[src/rtl/tar_pkg.sv]
// ----------------------------------------------------------------------------
// tar_pkg
// Shared types and constants for the tensor axis reduction block.
// ----------------------------------------------------------------------------
package tar_pkg;

	localparam int VAL_W     = 32;
	localparam int ACC_W     = 48;
	localparam int IDX_W     = 12;
	localparam int DIM_REG_W = 11;
	localparam int NUM_DIM   = 4;
	localparam int ADDR_W    = 5;
	localparam int DATA_W    = 32;
	localparam int Q_DEPTH   = 4;
	localparam int Q_PW      = 2;

	// mode codes
	localparam logic [1:0] MODE_SUM = 2'd0;
	localparam logic [1:0] MODE_ALL = 2'd1;
	localparam logic [1:0] MODE_ANY = 2'd2;

	// register indexes (byte address / 4)
	localparam logic [2:0] REG_MODE  = 3'd0;
	localparam logic [2:0] REG_RANK  = 3'd1;
	localparam logic [2:0] REG_MASK  = 3'd2;
	localparam logic [2:0] REG_DIM0  = 3'd3;
	localparam logic [2:0] REG_DIM1  = 3'd4;
	localparam logic [2:0] REG_DIM2  = 3'd5;
	localparam logic [2:0] REG_DIM3  = 3'd6;

	localparam logic [ACC_W-1:0] ACC_MAX = {1'b0, {(ACC_W-1){1'b1}}};
	localparam logic [ACC_W-1:0] ACC_MIN = {1'b1, {(ACC_W-1){1'b0}}};

	typedef struct packed {
		logic [1:0]                            mode;
		logic [2:0]                            rank;
		logic [3:0]                            axis_mask;
		logic [NUM_DIM-1:0][DIM_REG_W-1:0]     dim;
	} cfg_t;

	// classification of one element, set by the front end
	typedef struct packed {
		logic first;
		logic last_out;
		logic last_all;
	} tag_t;

endpackage

[src/rtl/tar_fifo.sv]
// ----------------------------------------------------------------------------
// tar_fifo
// Short queue between the front end and the accumulate stage.
// ----------------------------------------------------------------------------
module tar_fifo #(
	parameter int WIDTH = 8
) (
	input  logic             clk,
	input  logic             arst_n,
	input  logic             push,
	input  logic [WIDTH-1:0] wdata,
	input  logic             pop,
	output logic [WIDTH-1:0] rdata,
	output logic             full,
	output logic             empty
);

	logic [WIDTH-1:0]         mem_q [tar_pkg::Q_DEPTH];
	logic [tar_pkg::Q_PW-1:0] wptr_q, rptr_q;
	logic [tar_pkg::Q_PW:0]   cnt_q;

	assign full  = (cnt_q == (tar_pkg::Q_PW+1)'(tar_pkg::Q_DEPTH));
	assign empty = (cnt_q == '0);
	assign rdata = mem_q[rptr_q];

	always_ff @(posedge clk) begin
		if (push)
			mem_q[wptr_q] <= wdata;
	end

	always_ff @(posedge clk or negedge arst_n) begin
		if (!arst_n) begin
			wptr_q <= '0;
			rptr_q <= '0;
			cnt_q  <= '0;
		end else begin
			if (push)
				wptr_q <= wptr_q + 1'b1;
			if (pop)
				rptr_q <= rptr_q + 1'b1;
			if (push && !pop)
				cnt_q <= cnt_q + 1'b1;
			else if (pop && !push)
				cnt_q <= cnt_q - 1'b1;
		end
	end

endmodule

[config.mk]
export PLATFORM = sky130hd
export DESIGN_NAME = tar_fifo
export DESIGN_NICKNAME = d
export VERILOG_FILES = /design/src/rtl/tar_pkg.sv /design/src/rtl/tar_fifo.sv
export SDC_FILE = /design/constraint.sdc
export NUM_CORES = 1
export LEC_CHECK = 0
export BUFFER_PORTS_ARGS = -buffer_cell sky130_fd_sc_hd__buf_4
export CAP_MARGIN = 20
export CELL_PAD_IN_SITES_DETAIL_PLACEMENT = 1
export CELL_PAD_IN_SITES_GLOBAL_PLACEMENT = 2
export CORE_MARGIN = 8
export CORE_UTILIZATION = 35
export CTS_CLUSTER_DIAMETER = 100
export DETAILED_ROUTE_END_ITERATION = 12
export PLACE_DENSITY = 0.66
export SLEW_MARGIN = 10
export SYNTH_ARGS = -nofsm -noshare
export SYNTH_HDL_FRONTEND = slang
export SYNTH_SLANG_ARGS = --single-unit
[constraint.sdc]
create_clock -name clk -period 3.5 [get_ports clk]
set_input_delay 0.875 -clock clk [delete_from_list [all_inputs] [get_ports clk]]
set_output_delay 0.875 -clock clk [all_outputs]
set_load 0.05 [all_outputs]
# After elaboration in Yosys (flattened, before gate mapping)
# Memory sizes are Yosys's and may differ from the RTL's.
# Index checks and enable logic that the tools add are counted.
dict set report classes {
  n_bitwise 0
  n_eq_ne 1
  shift 0
  n_div 0
  reduce_logical 6
  addsub 4
  n_lt_le_gt_ge 0
  muxes 4
  multipliers 0
}
# op count
set ops {}
lappend ops {{two-way mux 3 bit} 2}
lappend ops {{adder 2 x 1 -> 2 bit, second input constant} 2}
lappend ops {{adder 3 x 1 -> 3 bit, second input constant} 1}
lappend ops {{== test 3 bit, second input constant} 1}
lappend ops {{zero test 3 bit} 1}
lappend ops {{subtractor 3 x 1 -> 3 bit, second input constant} 1}
lappend ops {{logical AND 1 bit} 2}
lappend ops {{zero test 1 bit} 2}
lappend ops {{two-way mux 1 bit} 2}
lappend ops {{nonzero test 2 bit} 1}
dict set report totals {
  word_cells 19
  ramBits 32
  latch_bits 0
  mem_count 1
  register_bits 7
  inputBits 12
  out_inout_bits 10
  romBits 0
}
# name depth width read_ports rd_clocked_by_memory_dff wr line_no
set mem_list {}
lappend mem_list {mem_q 4 8 1 0 1 tar_fifo.sv:18} ;# logic [WIDTH-1:0] mem_q [tar_pkg::Q_DEPTH];

# Longest topological paths before layout
dict set report depth {
  depth_word 4
  ltp_mapped 7
  ltp_nobuf 7
}

# Least setup slack after synthesis
# No wires, ideal clock.
dict set report synth_timing {
  path_kind {register to output}
  start {reg cnt_q[0] (netlist bit)}
  end {out full}
  path_stages_with_launch 2
  n_path_buf 0
  required_time_ps 2625
  setup_slack_ps 1026
  t_arrival_ps 1599
  cell_sequence {dfrtp_1 nor3b_1}
}
dict set report synth_via {
  elab_chain_cells 1
}
# element line_no
set synth_rtl {}
lappend synth_rtl {{from (decl)} tar_fifo.sv:20} ;# logic [tar_pkg::Q_PW:0] cnt_q;
lappend synth_rtl {{from (signal assigned)} tar_fifo.sv:42} ;# cnt_q <= cnt_q + 1'b1;
lappend synth_rtl {{from (signal assigned)} tar_fifo.sv:44} ;# cnt_q <= cnt_q - 1'b1;
lappend synth_rtl {{== test 3 bit} tar_fifo.sv:22} ;# assign full = (cnt_q == (tar_pkg::Q_PW+1)'(tar_pkg::Q_DEPTH));
lappend synth_rtl {{to (decl)} tar_fifo.sv:14} ;# output logic full,
# Every way passes these cells.

# Worst setup path after layout
dict set report layout_timing {
  start {reg rptr_q[0] (netlist bit)}
  end {out rdata[1]}
}
dict set report layout_via {
  elab_chain_cells 1
}
# element line_no
set layout_rtl {}
lappend layout_rtl {{from (decl)} tar_fifo.sv:19} ;# logic [tar_pkg::Q_PW-1:0] wptr_q, rptr_q;
lappend layout_rtl {{from (signal assigned)} tar_fifo.sv:40} ;# rptr_q <= rptr_q + 1'b1;
lappend layout_rtl {{memory read (4 x 8 bit)} n/a}
lappend layout_rtl {{to (decl)} tar_fifo.sv:13} ;# output logic [WIDTH-1:0] rdata,
# Every way passes these cells.

==> impl_metrics.toml <==
[worst_setup_path]
r2r-start = "cnt_q[0]"
endpoint = "rdata[1]"
critPathRequiredTime_ns = 2.62
path_class = "flop to primary output"
startpoint_type = "flop"
crit_path_start = "rptr_q[0]"
worstReg2RegEnd = "cnt_q[2]"
reg2reg_slack_ns = 2.07
rr_worst_depth = 4
end_kind = "primary output"
cp.arrival_ns = 1.79
path_max_fanout = 10

[cells_and_area]
register_area_um2 = 1136
multi_input_area_um2 = 380.4
finalNonFillerCells = 155
nets = 120
drive_gt1_frac = 0.3592
n_antenna_cell = 0
area_delta_synth_final_pct = 21.91
fill_cells = 435
stdcell_area_um2 = 1887

[clocking]
root_buffer = "clkbuf_8"
cts_buffer_depth = 2
clk_latency_ns = 0.29
cts_setup_buffers = 0
cts.hold.buffers_added = 0
cts_tree = "done"
ctsResizeCount = 0
htreeDepth = 2
path_clk_slew_ns = 0.07
cts_made_buffers = 5
clock-sinks = 39

[grt]
use_met3 = 0.03355
grtUsageTotal = 0.08648
grt-ovfl-total = 0
use_met2 = 0.1386
grt_pass1_wl_um = 4202
busiest_layer = "met2"
antenna_found_initial = 0
met1_usage = 0.1018
grt_start_max_net_pins = 13
grt_pass1_vias = 828

[sta]
hold_viol = 0
tightest_slew_ns = 0.5717
relSlewSlack = 0.6188
setup_viol = 0
fin_setup_tns_ns = 0
rsz0062_at_grt = "no"
maxSlewViolCount = 0
final.min_clock_period_ns = 2.662
clock.fmax_ghz = 0.3757
fin_crit_sh = 0.7604
skew_ns = 0.007564
whs_ns = 0.3964

[power]
cellLeakagePower_nw = 0.7051
ir_worst_vdd_v = 0.0003763
power.density_nw_per_um2 = 951.0
finalPower_mw = 1.794

[hold_path]
hp-class = "input port to asynchronous set/reset pin"

[floorplan]
core.rowCount = 24
start_util = 0.3604
dieHeight_um = 82.50
die-area_um2 = 6806
core_um2 = 4294
chipWidth_um = 82.50
num_io_pins = 22

[logic_synthesis]
synthAdderAreaFrac = 0.05335
ys_warn_count = 0
synthSimpleGateAreaFrac = 0.03153
ys_seq_elements = 39
synth_area_um2 = 1548
synth_top_family_by_area = "multiplexers"
synth_cells = 76
syn_nets = 94
yosys.area.top_type = "edfxtp_1"
synthXorXnorAreaFrac = 0.03395
synth_compound_area_frac = 0.003234
yosys.area.top_type_share = 0.6209
synth.avg_cell_area_um2 = 20.36
ys_seq_area_frac = 0.7340
synth_cell_types = 17
synthTopCellsByArea = "edfxtp_1 (62%), mux4_2 (12%), dfrtp_1 (11%), ha_1 (4.0%), xor2_1 (2.3%)"
synth_mux_area_frac = 0.1237

[place]
gp_routability_congestion = 0.6608
dp_cells = 147
dp_hpwl_um = 1874
place_area_um2 = 1754
io_buffers = 21

[route]
viasPerCell = 4.652
wire_per_inst_um = 16.63
ant_nets = 0
drt_iter0_markers = 42
first_pass_iters = 2
wl_um = 2577
vias = 721
drcViolationCount = 0

[status]
status = "finished clean"

[flow_run]
drv_cap = 0
## cell families after synthesis
family	Yosys count
DFF	39
AOI/OAI and AO/OA	1
and+or+nand+nor	9
muxes	9
adders and majority gates	6
buffers and inverters	6
xor gates and xnor gates	6
## Yosys cell counts
cell type and instances:
xnor2_1 2, fa_1 1, nor2_1 1, o21ai_0 1, mux2_2 1, ha_1 5, inv_1 4, dfrtp_1 7
nor3_1 1, mux4_2 8, and2_1 4, edfxtp_1 32, buf_2 1, xor2_1 4, buf_6 1, nor3b_1 1
nand2_1 2
## per-stage QoR
step / util / worst slack, ns
final: 0.4394 / 0.8384
after detailed placement: 0.4085 / 1.069
after global placement: 0.4085 / 1.100
after floorplan: - / 1.026
after global routing: 0.4394 / 0.7178
after CTS: 0.4394 / 0.7567
## layout make-up
cell class,count,area share
multi-input combinational,31,0.2016
clock buffer,6,0.03846
tap,52,0.03448
sequential,39,0.6021
clock inverter,2,0.03183
timing repair buffer,21,0.08355
inverter,4,0.007958
## power breakdown
part | internal, mW | switching [mW] | leakage [nW]
clock network | 0.285 | 0.144 | 0.0654
registers | 0.622 | 0.103 | 0.376
logic | 0.249 | 0.391 | 0.264
total | 1.16 | 0.639 | 0.705
## worst min-delay path by stage
| stage | start | to | slack (ns) | depth (start not counted) |
|---|---|---|---|---|
| finish | arst_n | cnt_q[1] | 0.40 | 1 |
| global route | arst_n | cnt_q[1] | 0.38 | 1 |
| CTS | arst_n | cnt_q[1] | 0.39 | 1 |
| detailed placement | cnt_q[2] | cnt_q[2] | 0.49 | 1 |
| global placement | cnt_q[2] | cnt_q[2] | 0.47 | 1 |
| floorplan | cnt_q[2] | cnt_q[2] | 0.46 | 1 |
## state kept, by name, indices dropped and copies added, names as in the netlist
name    cells
cnt_q       3
rptr_q      2
wptr_q      2
mem_q      32
## metal layers
layer	wire length, um	vias to the layer above	share of wire
met2	1307	15	0.51
met5	0	-	0
met4	40	0	0.016
met3	129	6	0.050
li1	-	339	-
met1	1099	361	0.43
## worst max-delay path, stage by stage, from the launching register on
cell and delay (ns):
dfrtp_1 0.71, mux4_2 0.59, buf_4 0.21
## layout by cell type, fill, tap and decap left out, drive strengths merged
master  synthesis  routed
xnor2           2       2
mux4            8       8
nor3b           1       1
edfxtp         32      32
inv             4       4
o21ai           1       1
ha              5       5
clkbuf          0       6
xor2            4       4
fa              1       1
and2            4       4
mux2            1       1
bufinv          0       2
nand2           2       2
dfrtp           7       7
nor2            1       1
buf             2      21
nor3            1       1
Power figures use the tool's default switching activity.
