**config.mk**
```make
export PLATFORM = sky130hd
export DESIGN_NAME = tar_cfg
export DESIGN_NICKNAME = d
export VERILOG_FILES = /design/src/rtl/tar_pkg.sv /design/src/rtl/tar_cfg.sv
export SDC_FILE = /design/constraint.sdc
export NUM_CORES = 1
export LEC_CHECK = 0
export BUFFER_PORTS_ARGS = -buffer_cell sky130_fd_sc_hd__buf_2
export CORE_MARGIN = 1.5
export CORE_UTILIZATION = 40
export CTS_CLUSTER_SIZE = 16
export DETAILED_ROUTE_END_ITERATION = 12
export GPL_TIMING_DRIVEN = 1
export PLACE_DENSITY_LB_ADDON = 0.12
export SLEW_MARGIN = 10
export SYNTH_ARGS = -nofsm -noshare
export SYNTH_HDL_FRONTEND = slang
export SYNTH_SLANG_ARGS = --single-unit
```
**constraint.sdc**
```tcl
create_clock -name clk -period 1.6 [get_ports clk]
set_clock_uncertainty 0.2 [all_clocks]
set_input_delay 0.16 -clock clk [delete_from_list [all_inputs] [get_ports clk]]
set_output_delay 0.16 -clock clk [all_outputs]
set_load 0.1 [all_outputs]
```
**src/rtl/tar_pkg.sv**
```systemverilog
// ----------------------------------------------------------------------------
// tar_pkg
// Shared types and constants for the tensor axis reduction block.
// ----------------------------------------------------------------------------
package tar_pkg;

	localparam int VAL_W     = 32;
	localparam int ACC_W     = 48;
	localparam int IDX_W     = 12;
	localparam int DIM_REG_W = 11;
	localparam int NUM_DIM   = 4;
	localparam int ADDR_W    = 5;
	localparam int DATA_W    = 32;
	localparam int Q_DEPTH   = 4;
	localparam int Q_PW      = 2;

	// mode codes
	localparam logic [1:0] MODE_SUM = 2'd0;
	localparam logic [1:0] MODE_ALL = 2'd1;
	localparam logic [1:0] MODE_ANY = 2'd2;

	// register indexes (byte address / 4)
	localparam logic [2:0] REG_MODE  = 3'd0;
	localparam logic [2:0] REG_RANK  = 3'd1;
	localparam logic [2:0] REG_MASK  = 3'd2;
	localparam logic [2:0] REG_DIM0  = 3'd3;
	localparam logic [2:0] REG_DIM1  = 3'd4;
	localparam logic [2:0] REG_DIM2  = 3'd5;
	localparam logic [2:0] REG_DIM3  = 3'd6;

	localparam logic [ACC_W-1:0] ACC_MAX = {1'b0, {(ACC_W-1){1'b1}}};
	localparam logic [ACC_W-1:0] ACC_MIN = {1'b1, {(ACC_W-1){1'b0}}};

	typedef struct packed {
		logic [1:0]                            mode;
		logic [2:0]                            rank;
		logic [3:0]                            axis_mask;
		logic [NUM_DIM-1:0][DIM_REG_W-1:0]     dim;
	} cfg_t;

	// classification of one element, set by the front end
	typedef struct packed {
		logic first;
		logic last_out;
		logic last_all;
	} tag_t;

endpackage

```
**src/rtl/tar_cfg.sv**
```systemverilog
// ----------------------------------------------------------------------------
// tar_cfg
// APB register file: mode, rank, axis mask and the four dimension sizes.
// ----------------------------------------------------------------------------
module tar_cfg (
	input  logic                         clk,
	input  logic                         arst_n,
	input  logic                         psel,
	input  logic                         penable,
	input  logic                         pwrite,
	input  logic [tar_pkg::ADDR_W-1:0]   paddr,
	input  logic [tar_pkg::DATA_W-1:0]   pwdata,
	output logic [tar_pkg::DATA_W-1:0]   prdata,
	output logic                         pready,
	output tar_pkg::cfg_t                cfg,
	output logic                         restart
);

	tar_pkg::cfg_t cfg_q;
	logic [2:0]    idx;
	logic          wr;

	assign pready = 1'b1;
	assign idx    = paddr[4:2];
	assign wr     = psel & penable & pwrite;
	assign cfg    = cfg_q;

	// any write to a defined register restarts the tensor walk
	always_comb begin
		unique case (idx)
			tar_pkg::REG_MODE, tar_pkg::REG_RANK, tar_pkg::REG_MASK,
			tar_pkg::REG_DIM0, tar_pkg::REG_DIM1, tar_pkg::REG_DIM2,
			tar_pkg::REG_DIM3: restart = wr;
			default:           restart = 1'b0;
		endcase
	end

	always_ff @(posedge clk or negedge arst_n) begin
		if (!arst_n) begin
			cfg_q.mode      <= tar_pkg::MODE_SUM;
			cfg_q.rank      <= 3'd4;
			cfg_q.axis_mask <= 4'd0;
			for (int d = 0; d < tar_pkg::NUM_DIM; d++) begin
				cfg_q.dim[d] <= tar_pkg::DIM_REG_W'(1);
			end
		end else if (wr) begin
			unique case (idx)
				tar_pkg::REG_MODE: cfg_q.mode      <= pwdata[1:0];
				tar_pkg::REG_RANK: cfg_q.rank      <= pwdata[2:0];
				tar_pkg::REG_MASK: cfg_q.axis_mask <= pwdata[3:0];
				tar_pkg::REG_DIM0: cfg_q.dim[0]    <= pwdata[tar_pkg::DIM_REG_W-1:0];
				tar_pkg::REG_DIM1: cfg_q.dim[1]    <= pwdata[tar_pkg::DIM_REG_W-1:0];
				tar_pkg::REG_DIM2: cfg_q.dim[2]    <= pwdata[tar_pkg::DIM_REG_W-1:0];
				tar_pkg::REG_DIM3: cfg_q.dim[3]    <= pwdata[tar_pkg::DIM_REG_W-1:0];
				default: ;
			endcase
		end
	end

	always_comb begin
		unique case (idx)
			tar_pkg::REG_MODE: prdata = tar_pkg::DATA_W'(cfg_q.mode);
			tar_pkg::REG_RANK: prdata = tar_pkg::DATA_W'(cfg_q.rank);
			tar_pkg::REG_MASK: prdata = tar_pkg::DATA_W'(cfg_q.axis_mask);
			tar_pkg::REG_DIM0: prdata = tar_pkg::DATA_W'(cfg_q.dim[0]);
			tar_pkg::REG_DIM1: prdata = tar_pkg::DATA_W'(cfg_q.dim[1]);
			tar_pkg::REG_DIM2: prdata = tar_pkg::DATA_W'(cfg_q.dim[2]);
			tar_pkg::REG_DIM3: prdata = tar_pkg::DATA_W'(cfg_q.dim[3]);
			default:           prdata = '0;
		endcase
	end

endmodule

```
# Yosys cells after proc, flatten, opt, wreduce, memory -nomap -nowiden
# Index checks and enable logic that the tools add are counted.
dict set report classes {
  bitwise_logic 2
  muxes 2
  n_reduce_logical 9
  n_eq_ne 6
}
# cell n
set ops {}
lappend ops {{11-bit case mux with 7 select lines} 1}
lappend ops {{2-bit AND reduction} 7}
lappend ops {{3-bit == test, second input constant} 3}
lappend ops {{7-bit OR reduction} 1}
lappend ops {{3-bit by 2-bit == test with 1-bit output, second input constant} 2}
lappend ops {{3-bit by 1-bit == test with 1-bit output, second input constant} 1}
lappend ops {{3-bit logical NOT} 1}
lappend ops {{1-bit AND} 2}
lappend ops {{1-bit two-way mux} 1}
dict set report totals {
  regBits 53
  wordCells 26
  inputBits 42
  output_inout_bits 87
}

# Longest topological paths before layout
# Gate-level depths: netlist of the first run.
dict set report depth {
  word_depth 3
  ltp_mapped 5
}

# Worst setup path before layout of the first run
# Ideal clock, no wire load.
dict set report synth_timing {
  path_kind {flip-flop to output port}
  from {register cfg_q (netlist bit cfg[43])}
  to {output port prdata[10] (netlist name)}
  t_arrival_ps 2626
  path_stages_with_launch 3
  n_path_buf 0
  path_slack_ps -1386
  path_cell_list {dfrtp_1 -> nand2_1 -> o221ai_1}
}
dict set report synth_between {
  elab_chain_cells 1
}
# element line_no
set synth_rtl {}
lappend synth_rtl {{start, declared} tar_cfg.sv:19} ;# tar_pkg::cfg_t cfg_q;
lappend synth_rtl {{11-bit case mux with 7 select lines} tar_cfg.sv:61} ;# unique case (idx)
lappend synth_rtl {{end, declared} tar_cfg.sv:13} ;# output logic [tar_pkg::DATA_W-1:0] prdata,
# Every way passes these cells.

# Worst setup path after layout of the first run
dict set report layout_timing {
  from {register cfg_q (netlist bit cfg[34])}
  to {output port prdata[1] (netlist name)}
}
# The elaborated chain is that of the path after synthesis.

==> metrics.cfg, run 1 <==
[timing]
setup_violations=10
report.final.slew_viol_count=0
rsz0062_at_grt=yes
finalCriticalPeriod_ns=2.06
fin_crit_sh_pct=129
max_freq_mhz=486
timing_hold_violations_final=0
final.setup.tns_ns=-1.51
final.setup.worst_slack_ns=-0.459

[route]
post_drt_wl_per_cell_um=16.2
vias=2083
drt-initial-drc-count=69
antenna_left=0
avgViaCountPerCell=4.88
first_pass_iters=8
drt_wl_total_mm=6.90
route.detailed.drc=7

[layout]
fin_util_pct=68.2
layout_commonest_cell=buf_2
multiInputGateArea_sq_um=1450
fill_cells=490
stdcell_count=427
layout_common_cells=buf_2, mux2_2, buf_4
nets=391
diodes=0
largest_reg_flops=53
area_delta_synth_final_pct=62.6
drive_above_1_share_pct=76.0
seq_area_sq_um=1460

[synthesis]
synth.area.top_cells=dfrtp_1, mux2_2, buf_4
yosysWarningCount=0
synth_area_sq_um=2690
synth_top_area_share_pct=44.6
ys_seq_area_share_pct=49.5
ys_ff_latch=53
synth_top_area_cell=dfrtp_1
synth_area_per_cell_sq_um=12.8
synthDistinctLibCells=37
syn_inst=210

[global_route]
grt_pass1_vias=2070
grt_antenna_before_repair=0
overflow=0
grt_start_max_net_pins=54
grt_usage_pct=19.7
grt_first_pass_wirelength_mm=10.9

[clock_tree]
cts_tree=built
cts.path.max_buffers=2
htree_levels=2
worst_skew_pair.late_latency_ns=0.30
clk_transition_reported_paths_ns=0.09
cts_sinks=53
numCtsBuffers=5
cts_root_buf=clkbuf_8

[run_status]
violations=DRC, setup timing
status=complete, but fails checks

[power]
ir_drop_mv=0.856
p_per_area_nw_per_um2=1540
leakage_nw=1.98
totalPowerFinal_mw=6.75

[placed_design]
post-place-ws_ns=-0.230
placedCellCount=400
routabilityCongestion=0.785
hpwl_mm=5.02
portBuffers=83

[worst_setup_path]
arrival_ns=1.70
path_max_fanout=2
path_class=reg2out
end_kind=primary output
cp.required_ns=1.24
worstSetupStartpointType=register

[floorplan]
chipWidth_um=85.0
ios=129
die_h_um=85.0
core_area_sq_um=6420
die_area_sq_um=7230
placementRows=29
start_util_pct=41.9

[run]
cap_violations=0

[hold_path]
hp-class=in2async

power breakdown:
group / leakage (nW) / internal [mW] / switching (mW)
registers: 0.615 / 1.73 / 0.224
logic: 1.32 / 1.03 / 2.99
clock network: 0.0455 / 0.354 / 0.422
total: 1.98 / 3.11 / 3.64
cell usage after synthesis (all sizes together):
library cell,n
a221o,1
o211ai,1
nor2b,2
o21ai,2
inv,2
o32ai,1
o221ai,7
nand2,15
a31oi,1
dfstp,5
buf,31
nor2,5
clkinv,1
or2,1
nor3,1
clkbuf,1
nand3b,1
mux2,54
or3,2
a22oi,1
nand3,1
nand4b,1
mux2i,12
nand4,1
nand2b,2
a22o,2
conb,2
and3b,3
o22ai,1
mux4,1
dfrtp,48
a21o,1
metrics by stage:
step / hold WS (ns) / instance area, sq um
after global placement: -0.0194 / 4050
after floorplan: -0.336 / 3150
after CTS: 0.187 / 4310
final: 0.171 / 4380
after detailed placement: -0.0184 / 4050
after global routing: 0.192 / 4380
worst paths after layout:
| kind | start | endpoint | slack, ns | cells after the start |
|---|---|---|---|---|
| max in group asynchronous | arst_n | cfg[50]$_DFFE_PN1P_ | 0.72 | 3 |
| hold reg to reg | cfg[23]$_DFFE_PN0P_ | cfg[23]$_DFFE_PN0P_ | 0.33 | 1 |
| min in group clk | pwrite | cfg[49]$_DFFE_PN0P_ | 0.22 | 4 |
| hold / removal | arst_n | cfg[44]$_DFFE_PN0P_ | 0.17 | 3 |
| setup reg to reg | cfg[34]$_DFFE_PN0P_ | cfg[34]$_DFFE_PN0P_ | 0.31 | 3 |
| setup / recovery | cfg[34]$_DFFE_PN0P_ | prdata[1] | -0.46 | 3 |
kinds of logic (layout without fill, tap and decap cells):
kind of cell           after synthesis  in the layout  synth area share, %
DFF                                 53             53                 49.5
buffers and inverters               35            155                 9.06
other                                2             22                0.279
and+or+nand+nor                     35             35                 7.30
muxes                               67             67                 28.6
AOI/OAI and AO/OA                   18             18                 5.30
metal layers:
layer  track usage [%]  part of all wire [%]  up-vias
li1                  -                     -      986
met2              32.1                    49       68
met5                 0                     0        -
met4              4.47                  0.55        0
met1              26.9                    45     1025
met3              4.67                   5.6        4
area by class of cell:
| type | instances | area share [%] |
|---|---|---|
| timing repair buffer | 144 | 29.0 |
| inverter | 3 | 0.257 |
| sequential | 53 | 33.4 |
| multi-input combinational | 142 | 33.1 |
| clock buffer | 8 | 2.06 |
| tap | 77 | 2.20 |
critical path, stage by stage (launching register included):
cell,delay [ns]
dfrtp_4,0.48
mux4_2,0.46
mux2_4,0.29
buf_12,0.17
repair_timing:
action	CTS	global route
gates cloned	0	0
endpoints found under the hold margin	101	0
setup endpoints to repair	14	18
hold buffers	12	0
gates resized for setup	12	11
buffers inserted	3	4
pin swaps	8	0
Power figures use the tool's default switching activity.
==> inputs of run 2 (changes only) <==
- BUFFER_PORTS_ARGS: -buffer_cell sky130_fd_sc_hd__buf_2 -> not set
- CORE_ASPECT_RATIO: not set -> 0.9
- CORE_UTILIZATION: 40 -> 30
- DONT_BUFFER_PORTS: not set -> 1
==> run 2 against run 1 <==
Highest routed layer unchanged. Die area is 32% higher. Register-to-register slack worse by 0.06 ns. Global-route usage is 3.2 points lower. Critical path depth is 1 lower. The flow finishes with violations (setup timing). Flip-flop and latch count stayed put. Count of clock-buffer cells in the layout stayed put. Sequential power hardly changed. Final cell count is 0.47% lower. First-iteration DRC count is 52% lower. Routed wire length is 11% higher. Non-clock buffer count is 44 lower.
==> metrics.cfg, run 2 (same netlist as run 1, synthesis figures left out) <==
[worst_setup_path]
r2r-start=cfg[31]$_DFFE_PN0P_
path_class=reg2out
worstReg2RegEnd=cfg[31]$_DFFE_PN0P_
worstSetupStartpointType=register
slowest_stage=dfrtp_4
arrival_ns=1.70
cp_num_buf_inv=0
end_kind=primary output
cp_top_family=multiplexers
rrSetupSlack_ns=0.25
slowest_delay_ns=0.48
cp.required_ns=1.24
cp_cell_sequence=mux4_2 > mux2_4
reg2reg_depth=2
path_max_fanout=2

[floorplan]
die_area_sq_um=9550
ios=129
die_h_um=92.9
chipWidth_um=103
core_area_sq_um=8650
start_util_pct=31.1
placementRows=32

[hold_path]
min_path_cells=3
hp-class=in2reg
min-delay-start=paddr[2]
hold_path_end=cfg[48]$_DFFE_PN0P_

[layout]
seq_area_sq_um=1460
design_area_sq_um=4120
nets=347
layout_common_cells=buf_4, mux2_2, dfrtp_4
layout_commonest_cell=buf_4
multiInputGateArea_sq_um=1450
diodes=0
largest_reg_flops=53
fill_cells=804
area_delta_synth_final_pct=53.1
drive_above_1_share_pct=71.9

[power]
p_switching_mw=3.62
pwr-share-seq_pct=28.8
intPower_mw=3.09
p_per_area_nw_per_um2=1630
ir_drop_mv=0.792
pwr-share-comb_pct=57.7
p_sw_share_pct=54.0
totalPowerFinal_mw=6.71
pwr-share-clk_pct=13.5
leakage_nw=1.77

[clock_tree]
numCtsBuffers=5
worst_skew_pair.late_latency_ns=0.31
cts_root_buf=clkbuf_8
htree_levels=2
cts_sinks=53
clk_transition_reported_paths_ns=0.10
cts.path.max_buffers=2
cts_tree=built

[route]
drt-initial-drc-count=33
post_drt_wl_per_cell_um=18.1
first_pass_iters=3
drt_wl_total_mm=7.68
antenna_left=0
avgViaCountPerCell=4.60
vias=1953
route.detailed.drc=0

[global_route]
grt_pass1_vias=2092
grt_start_max_net_pins=54
grt_antenna_before_repair=0
grt_usage_pct=16.5
overflow=0
grt_first_pass_wirelength_mm=11.5

[run_status]
status=complete, but fails checks
violations=setup timing

[timing]
final.setup.tns_ns=-1.51
finalCriticalPeriod_ns=2.06
final.setup.worst_slack_ns=-0.464
timing_hold_violations_final=0
fin_crit_sh_pct=129
rsz0062_at_grt=yes
setup_violations=10
whs_ns=0.0659
report.final.slew_viol_count=0
max_freq_mhz=484

[run]
cap_violations=0

[placed_design]
post-place-ws_ns=-0.124
portBuffers=0
hpwl_mm=5.54
place_area_sq_um=3770
routabilityCongestion=0.789

==> run 2: cell types whose count changed in the layout (fill, tap and decap cells not counted), moves of 2 or more <==
cell	previous run	this run
dlygate4sd3_1	12	14
buf_2	58	0
clkbuf_4	2	0
buf_12	22	8
clkbuf_16	0	2
buf_4	43	71
==> run 2: final cells by class <==
class                   count  share of cell area [%]
flip-flops and latches     53                    35.5
inverters                   3                   0.273
repair buffers            100                    22.9
multi-input cells         142                    35.1
well taps                 119                    3.61
clock buffers               8                    2.70
==> run 2: metal layers <==
layer | GRT usage, % | vias to the layer above | wire length, um
li1 | - | 897 | -
met1 | 20.6 | 980 | 3310
met2 | 27.6 | 68 | 3730
met3 | 4.98 | 8 | 556
met4 | 4.62 | 0 | 75
met5 | 0 | - | 0
==> run 2: power by group through the flow <==
stage               Clock [mW]  Sequential [mW]  Combinational [mW]
CTS                      0.930             1.93                3.84
finish                   0.904             1.93                3.87
detailed placement           0             1.96                3.74
global placement             0             1.94                3.71
floorplan                    0             3.92                1.13
global route             0.979             1.97                3.98
==> run 2: what timing repair did <==
item | 4_1_cts | 5_1_grt
endpoints found under the setup margin | 12 | 15
hold endpoints to repair | 106 | 53
pin swaps | 7 | 1
buffers inserted | 6 | 1
hold buffers | 13 | 2
gates resized for setup | 2 | 5
gates cloned | 0 | 0
==> run 2: worst max path at each step <==
stage,startpoint,end,cells after the start
finish,cfg[34]$_DFFE_PN0P_,prdata[1],2
global route,cfg[34]$_DFFE_PN0P_,prdata[1],2
CTS,cfg[34]$_DFFE_PN0P_,prdata[1],2
detailed placement,cfg[34]$_DFFE_PN0P_,prdata[1],2
global placement,cfg[34]$_DFFE_PN0P_,prdata[1],2
floorplan,cfg[50]$_DFFE_PN1P_,prdata[2],2
==> run 2: per-stage QoR <==
stage / util, % / instances
after floorplan: - / 230
after global placement: 43.6 / 395
after detailed placement: 43.6 / 395
after CTS: 46.9 / 422
after global routing: 47.7 / 425
final: 47.7 / 425
==> run 2: worst reg2reg max path: stages, from the launching register on <==
cell	delay [ns]
dfrtp_4	0.50
buf_4	0.24
mux2_2	0.30
