===== src/rtl/tar_pkg.sv =====
// ----------------------------------------------------------------------------
// tar_pkg
// Shared types and constants for the tensor axis reduction block.
// ----------------------------------------------------------------------------
package tar_pkg;

	localparam int VAL_W     = 32;
	localparam int ACC_W     = 48;
	localparam int IDX_W     = 12;
	localparam int DIM_REG_W = 11;
	localparam int NUM_DIM   = 4;
	localparam int ADDR_W    = 5;
	localparam int DATA_W    = 32;
	localparam int Q_DEPTH   = 4;
	localparam int Q_PW      = 2;

	// mode codes
	localparam logic [1:0] MODE_SUM = 2'd0;
	localparam logic [1:0] MODE_ALL = 2'd1;
	localparam logic [1:0] MODE_ANY = 2'd2;

	// register indexes (byte address / 4)
	localparam logic [2:0] REG_MODE  = 3'd0;
	localparam logic [2:0] REG_RANK  = 3'd1;
	localparam logic [2:0] REG_MASK  = 3'd2;
	localparam logic [2:0] REG_DIM0  = 3'd3;
	localparam logic [2:0] REG_DIM1  = 3'd4;
	localparam logic [2:0] REG_DIM2  = 3'd5;
	localparam logic [2:0] REG_DIM3  = 3'd6;

	localparam logic [ACC_W-1:0] ACC_MAX = {1'b0, {(ACC_W-1){1'b1}}};
	localparam logic [ACC_W-1:0] ACC_MIN = {1'b1, {(ACC_W-1){1'b0}}};

	typedef struct packed {
		logic [1:0]                            mode;
		logic [2:0]                            rank;
		logic [3:0]                            axis_mask;
		logic [NUM_DIM-1:0][DIM_REG_W-1:0]     dim;
	} cfg_t;

	// classification of one element, set by the front end
	typedef struct packed {
		logic first;
		logic last_out;
		logic last_all;
	} tag_t;

endpackage


===== src/rtl/tar_front.sv =====
// ----------------------------------------------------------------------------
// tar_front
// Walks the row-major coordinates, classifies each element (first / last
// contribution to its output, last of tensor) and tracks its output slot.
// ----------------------------------------------------------------------------
module tar_front #(
	parameter int MAX_RANK  = 4,
	parameter int ACC_DEPTH = 4096,
	parameter int DIM_BITS  = 10,
	parameter int AW        = 12
) (
	input  logic          clk,
	input  logic          arst_n,
	input  tar_pkg::cfg_t cfg,
	input  logic          restart,
	input  logic          accept,
	output logic [AW-1:0] slot,
	output tar_pkg::tag_t tag
);

	localparam int SZW  = DIM_BITS + 1;
	localparam int CW   = (SZW > tar_pkg::DIM_REG_W) ? SZW : tar_pkg::DIM_REG_W;
	localparam int RI_W = (MAX_RANK > 1) ? $clog2(MAX_RANK) : 1;
	localparam logic [CW-1:0] TOP = CW'(1 << DIM_BITS);

	logic [DIM_BITS-1:0] coord_q [MAX_RANK];
	logic [AW-1:0]       base_q  [MAX_RANK];
	logic [AW-1:0]       pos_q;

	logic [DIM_BITS-1:0] coord_next [MAX_RANK];
	logic [AW-1:0]       base_next  [MAX_RANK];
	logic [AW-1:0]       pos_next, pos_inc;
	logic [3:0]          rank_eff;
	logic [MAX_RANK-1:0] in_rank, mask_in, red, at_end, is_zero;
	logic [SZW-1:0]      size [MAX_RANK];
	logic                mask_any, found;
	logic [RI_W-1:0]     cd;

	always_comb begin
		if (cfg.rank == 3'd0)
			rank_eff = 4'd1;
		else if (int'(cfg.rank) > MAX_RANK)
			rank_eff = 4'(MAX_RANK);
		else
			rank_eff = {1'b0, cfg.rank};
	end

	for (genvar d = 0; d < MAX_RANK; d++) begin : g_dim
		logic [CW-1:0] raw, clamp;
		if (d < tar_pkg::NUM_DIM) begin : g_reg
			assign raw        = CW'(cfg.dim[d]);
			assign mask_in[d] = cfg.axis_mask[d] & in_rank[d];
		end else begin : g_fixed
			assign raw        = CW'(1);
			assign mask_in[d] = 1'b0;
		end
		assign in_rank[d] = (d < int'(rank_eff));
		always_comb begin
			if (!in_rank[d] || raw == '0)
				clamp = CW'(1);
			else if (raw > TOP)
				clamp = TOP;
			else
				clamp = raw;
		end
		assign size[d]    = SZW'(clamp);
		assign red[d]     = mask_any ? mask_in[d] : in_rank[d];
		assign at_end[d]  = (SZW'(coord_q[d]) + SZW'(1)) >= size[d];
		assign is_zero[d] = (coord_q[d] == '0);
	end

	assign mask_any     = |mask_in;
	assign tag.first    = &(~red | is_zero);
	assign tag.last_out = &(~red | at_end);
	assign tag.last_all = &at_end;
	assign slot         = pos_q;

	// Innermost dimension that does not wrap takes the carry. If it is reduced
	// the slot falls back to where this pass over it started, else it steps.
	always_comb begin
		found = 1'b0;
		cd    = '0;
		for (int d = 0; d < MAX_RANK; d++) begin
			if (!at_end[d]) begin
				found = 1'b1;
				cd    = RI_W'(d);
			end
		end
		pos_inc = (pos_q == AW'(ACC_DEPTH - 1)) ? '0 : pos_q + AW'(1);
		if (!found)
			pos_next = '0;
		else if (red[cd])
			pos_next = base_q[cd];
		else
			pos_next = pos_inc;
		for (int d = 0; d < MAX_RANK; d++) begin
			if (!found || d > int'(cd))
				coord_next[d] = '0;
			else if (d == int'(cd))
				coord_next[d] = coord_q[d] + DIM_BITS'(1);
			else
				coord_next[d] = coord_q[d];
			if (!found)
				base_next[d] = '0;
			else if (d >= int'(cd))
				base_next[d] = pos_next;
			else
				base_next[d] = base_q[d];
		end
	end

	always_ff @(posedge clk or negedge arst_n) begin
		if (!arst_n) begin
			pos_q <= '0;
			for (int d = 0; d < MAX_RANK; d++) begin
				coord_q[d] <= '0;
				base_q[d]  <= '0;
			end
		end else if (restart) begin
			pos_q <= '0;
			for (int d = 0; d < MAX_RANK; d++) begin
				coord_q[d] <= '0;
				base_q[d]  <= '0;
			end
		end else if (accept) begin
			pos_q <= pos_next;
			for (int d = 0; d < MAX_RANK; d++) begin
				coord_q[d] <= coord_next[d];
				base_q[d]  <= base_next[d];
			end
		end
	end

endmodule


===== config.mk =====
export PLATFORM = sky130hd
export DESIGN_NAME = tar_front
export DESIGN_NICKNAME = d
export VERILOG_FILES = /design/src/rtl/tar_pkg.sv /design/src/rtl/tar_front.sv
export SDC_FILE = /design/constraint.sdc
export NUM_CORES = 1
export LEC_CHECK = 0
export BUFFER_PORTS_ARGS = -buffer_cell sky130_fd_sc_hd__buf_2
export CAP_MARGIN = 20
export CORE_MARGIN = 2
export CORE_UTILIZATION = 40
export CTS_BUF_LIST = sky130_fd_sc_hd__clkbuf_16
export DETAILED_ROUTE_END_ITERATION = 12
export HOLD_SLACK_MARGIN = 0.1
export SYNTH_ARGS = -nofsm -noshare
export SYNTH_HDL_FRONTEND = slang
export SYNTH_SLANG_ARGS = --single-unit

===== constraint.sdc =====
create_clock -name clk -period 7.35 [get_ports clk]
set_input_delay 0.3675 -clock clk [delete_from_list [all_inputs] [get_ports clk]]
set_output_delay 0.3675 -clock clk [all_outputs]
set_load 0.05 [all_outputs]

# Yosys cells after proc, flatten, opt, wreduce, memory -nomap -nowiden
# Index checks and enable logic that the tools add are counted.
# Widths: inputs -> output; s select.
[word_totals] register_bits=100 in_bits=57 output_inout_bits=15 word_cells=142
[op_classes] add_sub_neg=9 magnitude_cmp=21 n_eq_ne=8 n_mux=50 bitwise_logic=8 n_reduce_logical=37
[op_table] cell="$mux 12" count=14
[op_table] cell="$mux 48" count=2
[op_table] cell="$mux 11" count=8
[op_table] cell="$mux 10" count=8
[op_table] cell="$mux 40" count=2
[op_table] cell="$add 10x1->11 const B" count=4
[op_table] cell="$ge 11x11->1" count=4
[op_table] cell="$gt 11x11->1 const B" count=4
[op_table] cell="$logic_not 11->1" count=4
[op_table] cell="$add 10x1->10 const B" count=4
[op_table] cell="$logic_not 10->1" count=4
[op_table] cell="$bmux 12 s2" count=1
[op_table] cell="$reduce_and 2->1" count=7
[op_table] cell="$add 12x1->12 const B" count=1
[op_table] cell="$eq 12x12->1 const B" count=1
[op_table] cell="$ne 3x2->1 const B" count=4
[op_table] cell="$reduce_and 4->1" count=3
[op_table] cell="$mux 1" count=10
[op_table] cell="$reduce_bool 3->1" count=3
[op_table] cell="$lt 1x4->1 const A" count=2
[op_table] cell="$lt 2x4->1 const A" count=2
[op_table] cell="$or 4x4->4" count=2
[op_table] cell="$logic_or 1x1->1" count=7
[op_table] cell="$logic_not 1->1" count=5
[op_table] cell="other kinds (20)" count=27

# Longest topological paths before layout
# Gate-level depths: netlist of the first run.
[logic_depth] word_depth=21 ltp_mapped=16 ltp_nobuf=14

# Worst setup path before layout of the first run
# OpenSTA, ideal clock, no wires.
[synth_timing] kind="input-to-output" from="input port cfg[26] (netlist name)" to="output port tag[1] (netlist name)" arrival_time_ps=4147 required_time_ps=6983 path_slack_ps=2836 cell_stages=13 n_path_buf=1 path_cell_list="nor4_1 > nand3_1 > nand2_1 > nor3b_1 > nand2_1 > ha_1 > nand4_1 > nor3_1 > o31ai_1 > nand2_1 > clkbuf_1 > nor2_1 > nor4_1"
[synth_rtl] item="start: declaration" line="tar_front.sv:14" rtl="input tar_pkg::cfg_t cfg,"
[synth_rtl] item="end: declaration" line="tar_front.sv:18" rtl="output tar_pkg::tag_t tag"

# Worst setup path in the final report of the first run
[layout_timing] from="register coord_q[10] (netlist name)" to="register base_q[23] (netlist name)"
[layout_between] elab_chain_len=14 elab_cells_between_ends=21 classes_between="add/sub: 1; order compare: 2; eq/ne: 1; mux: 15; bitwise: 1; reduce/logical: 1"
[layout_rtl] item="start: declaration" line="tar_front.sv:26" rtl="logic [DIM_BITS-1:0] coord_q [MAX_RANK];"
[layout_rtl] item="start signal: indexed assignment" line="tar_front.sv:128" rtl="coord_q[d] <= coord_next[d];"
[layout_rtl] item="$add 10x1->11 *" line="tar_front.sv:68" rtl="assign at_end[d] = (SZW'(coord_q[d]) + SZW'(1)) >= size[d];"
[layout_rtl] item="$ge 11x11->1 *" line="tar_front.sv:68"
[layout_rtl] item="$mux 2 (2 in a row)" line="tar_front.sv:84" rtl="if (!at_end[d]) begin"
[layout_rtl] item="$not 2->3 (not written as such)" line="tar_front.sv:93" rtl="pos_next = base_q[cd];"
[layout_rtl] item="$bmux 12 s2" line="tar_front.sv:93"
[layout_rtl] item="$mux 12 (not written as such) (2 in a row)" line="tar_front.sv:93"
[layout_rtl] item="$mux 12" line="tar_front.sv:92" rtl="else if (red[cd])"
[layout_rtl] item="$mux 12" line="tar_front.sv:90" rtl="if (!found)"
[layout_rtl] item="$mux 12" line="tar_front.sv:105" rtl="else if (d >= int'(cd))"
[layout_rtl] item="$mux 12" line="tar_front.sv:103" rtl="if (!found)"
[layout_rtl] item="$mux 48" line="tar_front.sv:125" rtl="end else if (accept) begin"
[layout_rtl] item="$mux 48" line="tar_front.sv:119" rtl="end else if (restart) begin"
[layout_rtl] item="end signal: indexed assignment" line="tar_front.sv:129" rtl="base_q[d] <= base_next[d];"
[layout_rtl] item="end: declaration" line="tar_front.sv:27" rtl="logic [AW-1:0] base_q [MAX_RANK];"
# Every way passes the cells marked *; elsewhere a longest branch is shown, timed or not. The select of a mux whose other input is x is not followed.
# A chain may end at the register's enable or synchronous reset.

==> impl_metrics.sql, run 1 <==
INSERT INTO impl_metrics (metric_group, metric, value, unit) VALUES
('sta', 'finalHoldWorstSlack', '0.473', 'ns'),
('finish', 'final_area', '7260', 'um2'),
('finish', 'finish.net_count', '935', ''),
('placement', 'gp_routability_congestion', '0.874', ''),
('run_status', 'status', 'finished clean', ''),
('pwr', 'power_frac_clock', '0.407', ''),
('grt', 'grt_use_total', '0.198', ''),
('pwr', 'post-layout-total-power', '1.19', 'mW'),
('worst_setup_path', 'max_fanout_on_critical_path', '19', ''),
('synth', 'synthDominantAreaCellType', 'sky130_fd_sc_hd__dfrtp_1', ''),
('pwr', 'p_sw', '0.361', 'mW'),
('finish', 'layout.filler_cells', '1589', ''),
('pwr', 'total_leakage_power', '3.36', 'nW'),
('routing', 'postRouteAntennaNets', '0', ''),
('grt', 'use_met3', '0.0282', ''),
('clock_tree', 'cts_inserted_buffers', '9', ''),
('clock_tree', 'cts-root-to-sink-buffers', '2', ''),
('floorplanning', 'floorplan.core_area', '15800', 'um2'),
('synth', 'ys_top_cells_by_count', '128 x sky130_fd_sc_hd__nand2_1, 88 x sky130_fd_sc_hd__dfrtp_1, 75 x sky130_fd_sc_hd__o21ai_0', ''),
('sta', 'timing.clock.skew', '0.0105', 'ns'),
('sta', 'fin_tns_setup', '0', 'ns'),
('sta', 'max_slew.worst_pin.slew', '1.00', 'ns'),
('routing', 'viasPerCell', '5.48', ''),
('worst_setup_path', 'worst-endpoint-arrival', '5.04', 'ns'),
('sta', 'timing.final.crit_period', '4.84', 'ns'),
('floorplanning', 'chipWidth', '131', 'um'),
('placement', 'post-dp-hpwl', '12300', 'um'),
('worst_setup_path', 'worst-setup-path-type', 'register to register', ''),
('job', 'drv_cap', '0', ''),
('routing', 'detailedRoute.firstIterationViolations', '352', ''),
('synth', 'synth_fp_nets', '887', ''),
('grt', 'grt-busiest-layer', 'met2', ''),
('grt', 'global_route_wire_length_before_repair', '28100', 'um'),
('sta', 'timing.final.max_slew_violations', '0', ''),
('synth', 'post-synth-top-count-cell', 'sky130_fd_sc_hd__nand2_1', ''),
('synth', 'synth_async_sr_flop_share', '1.00', ''),
('worst_setup_path', 'req_time_crit_path', '7.55', 'ns'),
('clock_tree', 'clock_tree.root_cell', 'sky130_fd_sc_hd__clkbuf_16', ''),
('pwr', 'seqPwrFrac', '0.419', ''),
('synth', 'post_synthesis_cell_type_count', '60', ''),
('synth', 'synth_top_cell_area_share', '0.340', ''),
('floorplanning', 'pin_count', '72', ''),
('grt', 'number_of_antenna_violations_at_the_first_check_in_global_routing', '0', ''),
('grt', 'global_route.usage.met2', '0.328', ''),
('routing', 'avgRoutedWirePerCell', '15.8', 'um'),
('sta', 'timing.slew.headroom', '0.327', ''),
('synth', 'post_synth_main_area_contributors', 'sky130_fd_sc_hd__dfrtp_1 34%, sky130_fd_sc_hd__ha_1 10%, sky130_fd_sc_hd__nand2_1 7.4%, sky130_fd_sc_hd__o21ai_0 5.8%, sky130_fd_sc_hd__nand3_1 3.6%', ''),
('clock_tree', 'worst_skew_pair.late_latency', '0.35', 'ns'),
('grt', 'vias_in_the_first_global_route', '5612', ''),
('clock_tree', 'cts_num_sinks', '88', ''),
('clock_tree', 'h-tree-depth', '3', ''),
('finish', 'syn_to_final_growth', '12.2', '%'),
('routing', 'detail_route.first_pass.iterations', '5', ''),
('min_path', 'hold_path_class', 'register to register', ''),
('synth', 'synth_area_per_cell', '8.33', 'um2'),
('synth', 'synth_seq_area_share', '0.340', ''),
('floorplanning', 'floorplan.initialDensity', '0.409', ''),
('placement', 'place_area', '6940', 'um2'),
('sta', 'setup_viol', '0', ''),
('worst_setup_path', 'critical-path-top-delay-family', 'simple AND/OR/NAND/NOR gates', ''),
('sta', 'period_share', '0.658', ''),
('worst_setup_path', 'critical-path-slowest-cell', 'sky130_fd_sc_hd__and2_1', ''),
('worst_setup_path', 'worstPathBufferInverterCount', '0', ''),
('synth', 'synthesized_netlist_cell_count', '777', ''),
('pwr', 'pwr_cell_area', '163', 'nW/um2'),
('worst_setup_path', 'type_of_element_capturing_the_critical_path', 'register', ''),
('synth', 'synth_edf_count', '0', ''),
('finish', 'insertedDiodeCount', '0', ''),
('worst_setup_path', 'critical-path-max-stage-delay', '0.82', 'ns'),
('synth', 'netlist_area', '6470', 'um2'),
('pwr', 'pwr-share-comb', '0.174', '');
[stage by stage]
stage | util | worst slack [ns] | cells
after floorplan | - | 2.84 | 777
after global placement | 0.439 | 2.20 | 1029
after detailed placement | 0.439 | 2.18 | 1029
after CTS | 0.459 | 2.43 | 1046
after global routing | 0.459 | 2.03 | 1046
final | 0.459 | 2.51 | 1046
[placed cells by master (no fill, tap or decap), types with 9 or more instances in the layout]
master and instances:
sky130_fd_sc_hd__nand2_1 128, sky130_fd_sc_hd__dfrtp_1 88, sky130_fd_sc_hd__o21ai_0 75, sky130_fd_sc_hd__buf_2 68, sky130_fd_sc_hd__nor2_1 55, sky130_fd_sc_hd__ha_1 53
sky130_fd_sc_hd__nand3_1 47, sky130_fd_sc_hd__a21oi_1 25, sky130_fd_sc_hd__inv_1 21, sky130_fd_sc_hd__a22o_1 21, sky130_fd_sc_hd__xor2_1 19, sky130_fd_sc_hd__xnor2_1 18
sky130_fd_sc_hd__o21ai_1 16, sky130_fd_sc_hd__nor4_1 14, sky130_fd_sc_hd__nor3_1 14, sky130_fd_sc_hd__and3_1 13, sky130_fd_sc_hd__a211oi_1 11, sky130_fd_sc_hd__mux2i_1 9
sky130_fd_sc_hd__clkbuf_16 9
[cells by family after synthesis]
kind of cell,after synthesis,share of synthesized area
and+or+nand+nor,316,0.231
AOI/OAI and AO/OA,208,0.209
DFF,88,0.340
buffers and inverters,62,0.0464
adders and majority gates,54,0.104
xor gates and xnor gates,37,0.0500
muxes,12,0.0203
[sequential cells by signal, summed over array words and instances (netlist names)]
register / cells
base_q: 48
coord_q: 40
[power by group through the flow]
stage | clock, mW | combinational, mW | sequential (mW)
4_1_cts | 0.493 | 0.208 | 0.497
6_report | 0.483 | 0.207 | 0.497
3_5_place_dp | 0 | 0.207 | 0.506
2_1_floorplan | 0 | 0.138 | 0.504
5_1_grt | 0.513 | 0.232 | 0.498
3_3_place_gp | 0 | 0.205 | 0.506
[worst register-to-register path: cells and delay by family (launching register included)]
family / cells / cell delay (ns)
AOI/OAI and AO/OA: 4 / 0.98
xor gates and xnor gates: 1 / 0.24
adders and majority gates: 2 / 0.54
DFF: 1 / 0.45
muxes: 1 / 0.43
and+or+nand+nor: 6 / 2.04
[path summary, 6_finish.rpt]
path | from | slack [ns] | cells after the start | to
setup reg to reg | coord_q[10]$_DFFE_PN0P_ | 2.51 | 14 | base_q[23]$_DFFE_PN0P_
setup / recovery | coord_q[10]$_DFFE_PN0P_ | 2.51 | 14 | base_q[23]$_DFFE_PN0P_
hold / removal | base_q[47]$_DFFE_PN0P_ | 0.47 | 2 | base_q[47]$_DFFE_PN0P_
hold reg to reg | base_q[47]$_DFFE_PN0P_ | 0.47 | 2 | base_q[47]$_DFFE_PN0P_
min in group asynchronous | arst_n | 0.54 | 2 | base_q[10]$_DFFE_PN0P_
max in group asynchronous | arst_n | 5.79 | 3 | coord_q[23]$_DFFE_PN0P_
[cell type report]
cell class | count | area, um2 | area share
Clock buffer | 9 | 225 | 0.0310
Clock inverter | 7 | 86.3 | 0.0119
Inverter | 22 | 82.6 | 0.0114
Multi-Input combinational cell | 627 | 3990 | 0.549
Sequential cell | 88 | 2200 | 0.303
Tap cell | 216 | 270 | 0.0372
Timing Repair Buffer | 77 | 410 | 0.0565
[layer usage]
metal / vias to the layer above / part of all wire
met3: 25 / 0.041
met2: 119 / 0.45
met5: - / 0
li1: 2898 / -
met1: 2689 / 0.48
met4: 0 / 0.023
[repair_timing]
action,in CTS,in global routing
buffers inserted,0,0
hold endpoints to repair,42,0
gates resized for setup,0,0
hold buffers,1,0
(Power assumes the default switching activity.)
==> run 2, diff against run 1 <==
--- a/config.mk
+++ b/config.mk
@@ -5,6 +5,7 @@
 export SDC_FILE = /design/constraint.sdc
 export NUM_CORES = 1
 export LEC_CHECK = 0
+export ABC_AREA = 1
 export BUFFER_PORTS_ARGS = -buffer_cell sky130_fd_sc_hd__buf_2
 export CAP_MARGIN = 20
 export CORE_MARGIN = 2
==> constraint.sdc (replaced) <==
create_clock -name clk -period 4.6 [get_ports clk]
set_input_delay 0.23 -clock clk [delete_from_list [all_inputs] [get_ports clk]]
set_output_delay 0.23 -clock clk [all_outputs]
set_load 0.05 [all_outputs]
==> run 2 against run 1 <==
Effect of this change: critical path depth up 1; worst setup slack worse by 1.8 ns; clock skew up 0.0022 ns; sequential share of layout area down 0.99 points.
==> impl_metrics.sql, run 2 <==
INSERT INTO impl_metrics (metric_group, metric, value, unit) VALUES
('floorplanning', 'floorplan.core_area', '16500', 'um2'),
('floorplanning', 'chipWidth', '134', 'um'),
('synth', 'ys_dominant_reg_cell', 'sky130_fd_sc_hd__dfrtp_1', ''),
('placement', 'post-dp-hpwl', '12700', 'um'),
('floorplanning', 'dieArea', '17900', 'um2'),
('routing', 'avgRoutedWirePerCell', '14.0', 'um'),
('finish', 'layout.filler_cells', '1751', ''),
('synth', 'synth_async_sr_flop_share', '1.00', ''),
('synth', 'synth_top_cell_area_share', '0.327', ''),
('synth', 'synthesized_netlist_cell_count', '949', ''),
('finish', 'multi_input_area', '3880', 'um2'),
('finish', 'largest_register_ff_count', '48', ''),
('synth', 'post_synth_main_area_contributors', 'sky130_fd_sc_hd__dfrtp_1 33%, sky130_fd_sc_hd__nand2_1 16%, sky130_fd_sc_hd__ha_1 9.9%, sky130_fd_sc_hd__inv_1 5.9%, sky130_fd_sc_hd__nand3_1 5.7%', ''),
('routing', 'detailroute.via_count', '6241', ''),
('synth', 'netlist_area', '6730', 'um2'),
('sta', 'finalHoldWorstSlack', '0.320', 'ns'),
('sta', 'timing.final.crit_period', '3.90', 'ns'),
('routing', 'drt_drc_violations_left', '0', ''),
('clock_tree', 'cts-root-to-sink-buffers', '2', ''),
('clock_tree', 'worst_skew_pair.late_latency', '0.35', 'ns'),
('placement', 'gp_routability_congestion', '0.817', ''),
('sta', 'timing.final.max_slew_violations', '0', ''),
('synth', 'synth_area_per_cell', '7.09', 'um2'),
('pwr', 'total_leakage_power', '4.05', 'nW'),
('sta', 'period_share', '0.847', ''),
('job', 'drv_cap', '0', ''),
('placement', 'place_area', '7210', 'um2'),
('synth', 'synth_seq_area_share', '0.327', ''),
('grt', 'pin_count_of_the_biggest_net_entering_global_routing', '60', ''),
('synth', 'post_synthesis_cell_type_count', '41', ''),
('finish', 'syn_to_final_growth', '11.6', '%'),
('min_path', 'hold_path_class', 'input pin to register', ''),
('sta', 'max_slew.worst_pin.slew', '1.11', 'ns'),
('sta', 'unrepaired_setup_endpoints_after_global_routing', 'no', ''),
('finish', 'finish.net_count', '1111', ''),
('worst_setup_path', 'critical_path.cell_chain', 'nand3_1 -> nor3_1 -> nand2_1 -> nor3_1 -> xor2_1 -> inv_1 -> ha_1 -> nand2_1 -> nor2_1 -> and2_1 -> nand2_1 -> nand3_2 -> nor2_1 -> a2111oi_1 -> buf_2', ''),
('sta', 'timing.clock.skew', '0.0126', 'ns'),
('finish', 'final_area', '7510', 'um2'),
('sta', 'hold_viol_final', '0', ''),
('sta', 'timing.slew.headroom', '0.258', ''),
('clock_tree', 'h-tree-depth', '3', ''),
('finish', 'area.sequential', '2200', 'um2'),
('grt', 'number_of_antenna_violations_at_the_first_check_in_global_routing', '0', ''),
('clock_tree', 'cts_repair_resize_count', '0', ''),
('synth', 'synth_fp_nets', '1059', ''),
('floorplanning', 'pin_count', '72', ''),
('finish', 'max_flop_register', 'base_q', ''),
('floorplanning', 'floorplan.initialDensity', '0.407', ''),
('routing', 'postRouteAntennaNets', '0', ''),
('synth', 'yosysWarningCount', '0', ''),
('sta', 'fmax', '257', 'MHz'),
('pwr', 'pwr_cell_area', '387', 'nW/um2'),
('placement', 'io_buffers', '69', ''),
('routing', 'route.final.wire_length', '17200', 'um'),
('finish', 'reg_top3', 'base_q: 48 flops, coord_q: 40 flops', ''),
('routing', 'viasPerCell', '5.09', ''),
('worst_setup_path', 'type_of_element_capturing_the_critical_path', 'output pin', ''),
('synth', 'post-synth-top-count-cell', 'sky130_fd_sc_hd__nand2_1', ''),
('synth', 'synthDominantAreaCellType', 'sky130_fd_sc_hd__dfrtp_1', ''),
('clock_tree', 'cts_num_sinks', '88', ''),
('synth', 'ys_seq_elements', '88', ''),
('worst_setup_path', 'worst-endpoint-arrival', '3.67', 'ns'),
('routing', 'detailedRoute.firstIterationViolations', '373', ''),
('clock_tree', 'clk_transition_reported_paths', '0.07', 'ns'),
('grt', 'grt_overflow', '0', ''),
('clock_tree', 'cts_tree', 'yes', ''),
('worst_setup_path', 'critical-path-max-stage-delay', '0.54', 'ns'),
('clock_tree', 'cts_inserted_buffers', '9', ''),
('grt', 'grt_use_total', '0.200', ''),
('synth', 'ys_top_cells_by_count', '279 x sky130_fd_sc_hd__nand2_1, 105 x sky130_fd_sc_hd__inv_1, 88 x sky130_fd_sc_hd__dfrtp_1', ''),
('run_status', 'status', 'finished clean', ''),
('grt', 'vias_in_the_first_global_route', '5852', ''),
('sta', 'setup_viol', '0', ''),
('synth', 'synth_edf_count', '0', ''),
('finish', 'final_common_cell', 'sky130_fd_sc_hd__nand2_1', ''),
('sta', 'fin_tns_setup', '0', 'ns'),
('routing', 'detail_route.first_pass.iterations', '5', ''),
('grt', 'global_route_wire_length_before_repair', '28500', 'um'),
('floorplanning', 'core.rowCount', '47', ''),
('worst_setup_path', 'worst_setup_path_start_kind', 'register', ''),
('finish', 'post_route_cells_drive_above_1_share', '0.126', ''),
('worst_setup_path', 'critical-path-slowest-cell', 'sky130_fd_sc_hd__a2111oi_1', ''),
('finish', 'most_used_cells_in_the_layout_excluding_fill_and_tap_cells', '279 x sky130_fd_sc_hd__nand2_1, 106 x sky130_fd_sc_hd__inv_1, 88 x sky130_fd_sc_hd__dfrtp_1', ''),
('floorplanning', 'die_y', '134', 'um'),
('clock_tree', 'clock_tree.root_cell', 'sky130_fd_sc_hd__clkbuf_16', ''),
('worst_setup_path', 'req_time_crit_path', '4.37', 'ns'),
('pwr', 'vdd_drop_max', '220', 'uV'),
('finish', 'insertedDiodeCount', '0', ''),
('placement', 'placedCellCount', '1209', ''),
('worst_setup_path', 'critical-path-top-delay-family', 'simple AND/OR/NAND/NOR gates', ''),
('worst_setup_path', 'max_fanout_on_critical_path', '6', ''),
('worst_setup_path', 'worst-setup-path-type', 'register to output pin', ''),
('worst_setup_path', 'critical-path-top-cell-by-count', 'sky130_fd_sc_hd__nand2_1', ''),
('worst_setup_path', 'worstPathBufferInverterCount', '2', ''),
('finish', 'instances_no_fill', '1226', '');
==> run 2: changes by cell type after synthesis, sizes merged, moves of 17 or more <==
cell	before	now
inv	21	109
nand4	8	60
nand2	128	291
a22o	21	0
o22ai	8	25
xnor2	18	1
nand3	48	79
o21ai	92	37
==> run 2: layer usage <==
metal	wire (um)	vias to the layer above	share of wire	global-route usage
met2	7610	138	0.44	0.322
met5	0	-	0	0
met1	8570	2818	0.50	0.279
met3	733	17	0.043	0.0274
li1	-	3268	-	-
met4	248	0	0.014	0.0603
==> run 2: final cells by class <==
type | instances | area share
well taps | 220 | 0.0367
repair buffers | 82 | 0.0597
clock inverters | 7 | 0.00850
inverters | 109 | 0.0545
flip-flops and latches | 88 | 0.293
clock buffers | 9 | 0.0300
multi-input cells | 711 | 0.517
==> run 2: kinds of logic (layout without fill, tap and decap cells) <==
kind of cell,after synthesis,count (layout),synth area share
AOI/OAI and AO/OA,107,107,0.0910
xor gates and xnor gates,29,29,0.0378
adders and majority gates,53,53,0.0986
buffers and inverters,150,207,0.0962
DFF,88,88,0.327
and+or+nand+nor,522,522,0.349
==> run 2: tightest hold or removal path: stages <==
cell                      delay, ns
sky130_fd_sc_hd__buf_2         0.17
sky130_fd_sc_hd__nor2_2        0.08
sky130_fd_sc_hd__nand3_1       0.06
sky130_fd_sc_hd__o21ai_0       0.08
==> run 2: what timing repair did <==
action | 4_1_cts | 5_1_grt
hold buffers | 1 | 0
endpoints found under the hold margin | 29 | 0
buffers inserted | 0 | 0
==> run 2: path summary, 6_finish.rpt <==
path	start	end	slack, ns	cells after the start
worst max-delay path	coord_q[0]$_DFFE_PN0P_	tag[1]	0.70	15
worst min-delay path	restart	coord_q[1]$_DFFE_PN0P_	0.32	4
min in group asynchronous	arst_n	coord_q[28]$_DFFE_PN0P_	0.36	2
max in group asynchronous	arst_n	base_q[17]$_DFFE_PN0P_	3.14	3
worst max register to register	coord_q[0]$_DFFE_PN0P_	base_q[36]$_DFFE_PN0P_	0.79	20
worst min register to register	base_q[22]$_DFFE_PN0P_	base_q[22]$_DFFE_PN0P_	0.48	2
==> run 2: metrics by stage <==
step	setup WS [ns]	utilization	total power [mW]
detailed placement	0.779	0.436	2.18
global route	0.276	0.454	3.10
CTS	0.649	0.454	2.92
floorplan	0.357	-	1.89
finish	0.705	0.454	2.90
global placement	0.809	0.436	2.17
==> run 2: report_power, final <==
part	total, mW	internal, mW	switching, mW
sequential	1.05	0.922	0.129
combinational	1.12	0.342	0.776
clock	0.732	0.416	0.316
total	2.90	1.68	1.22
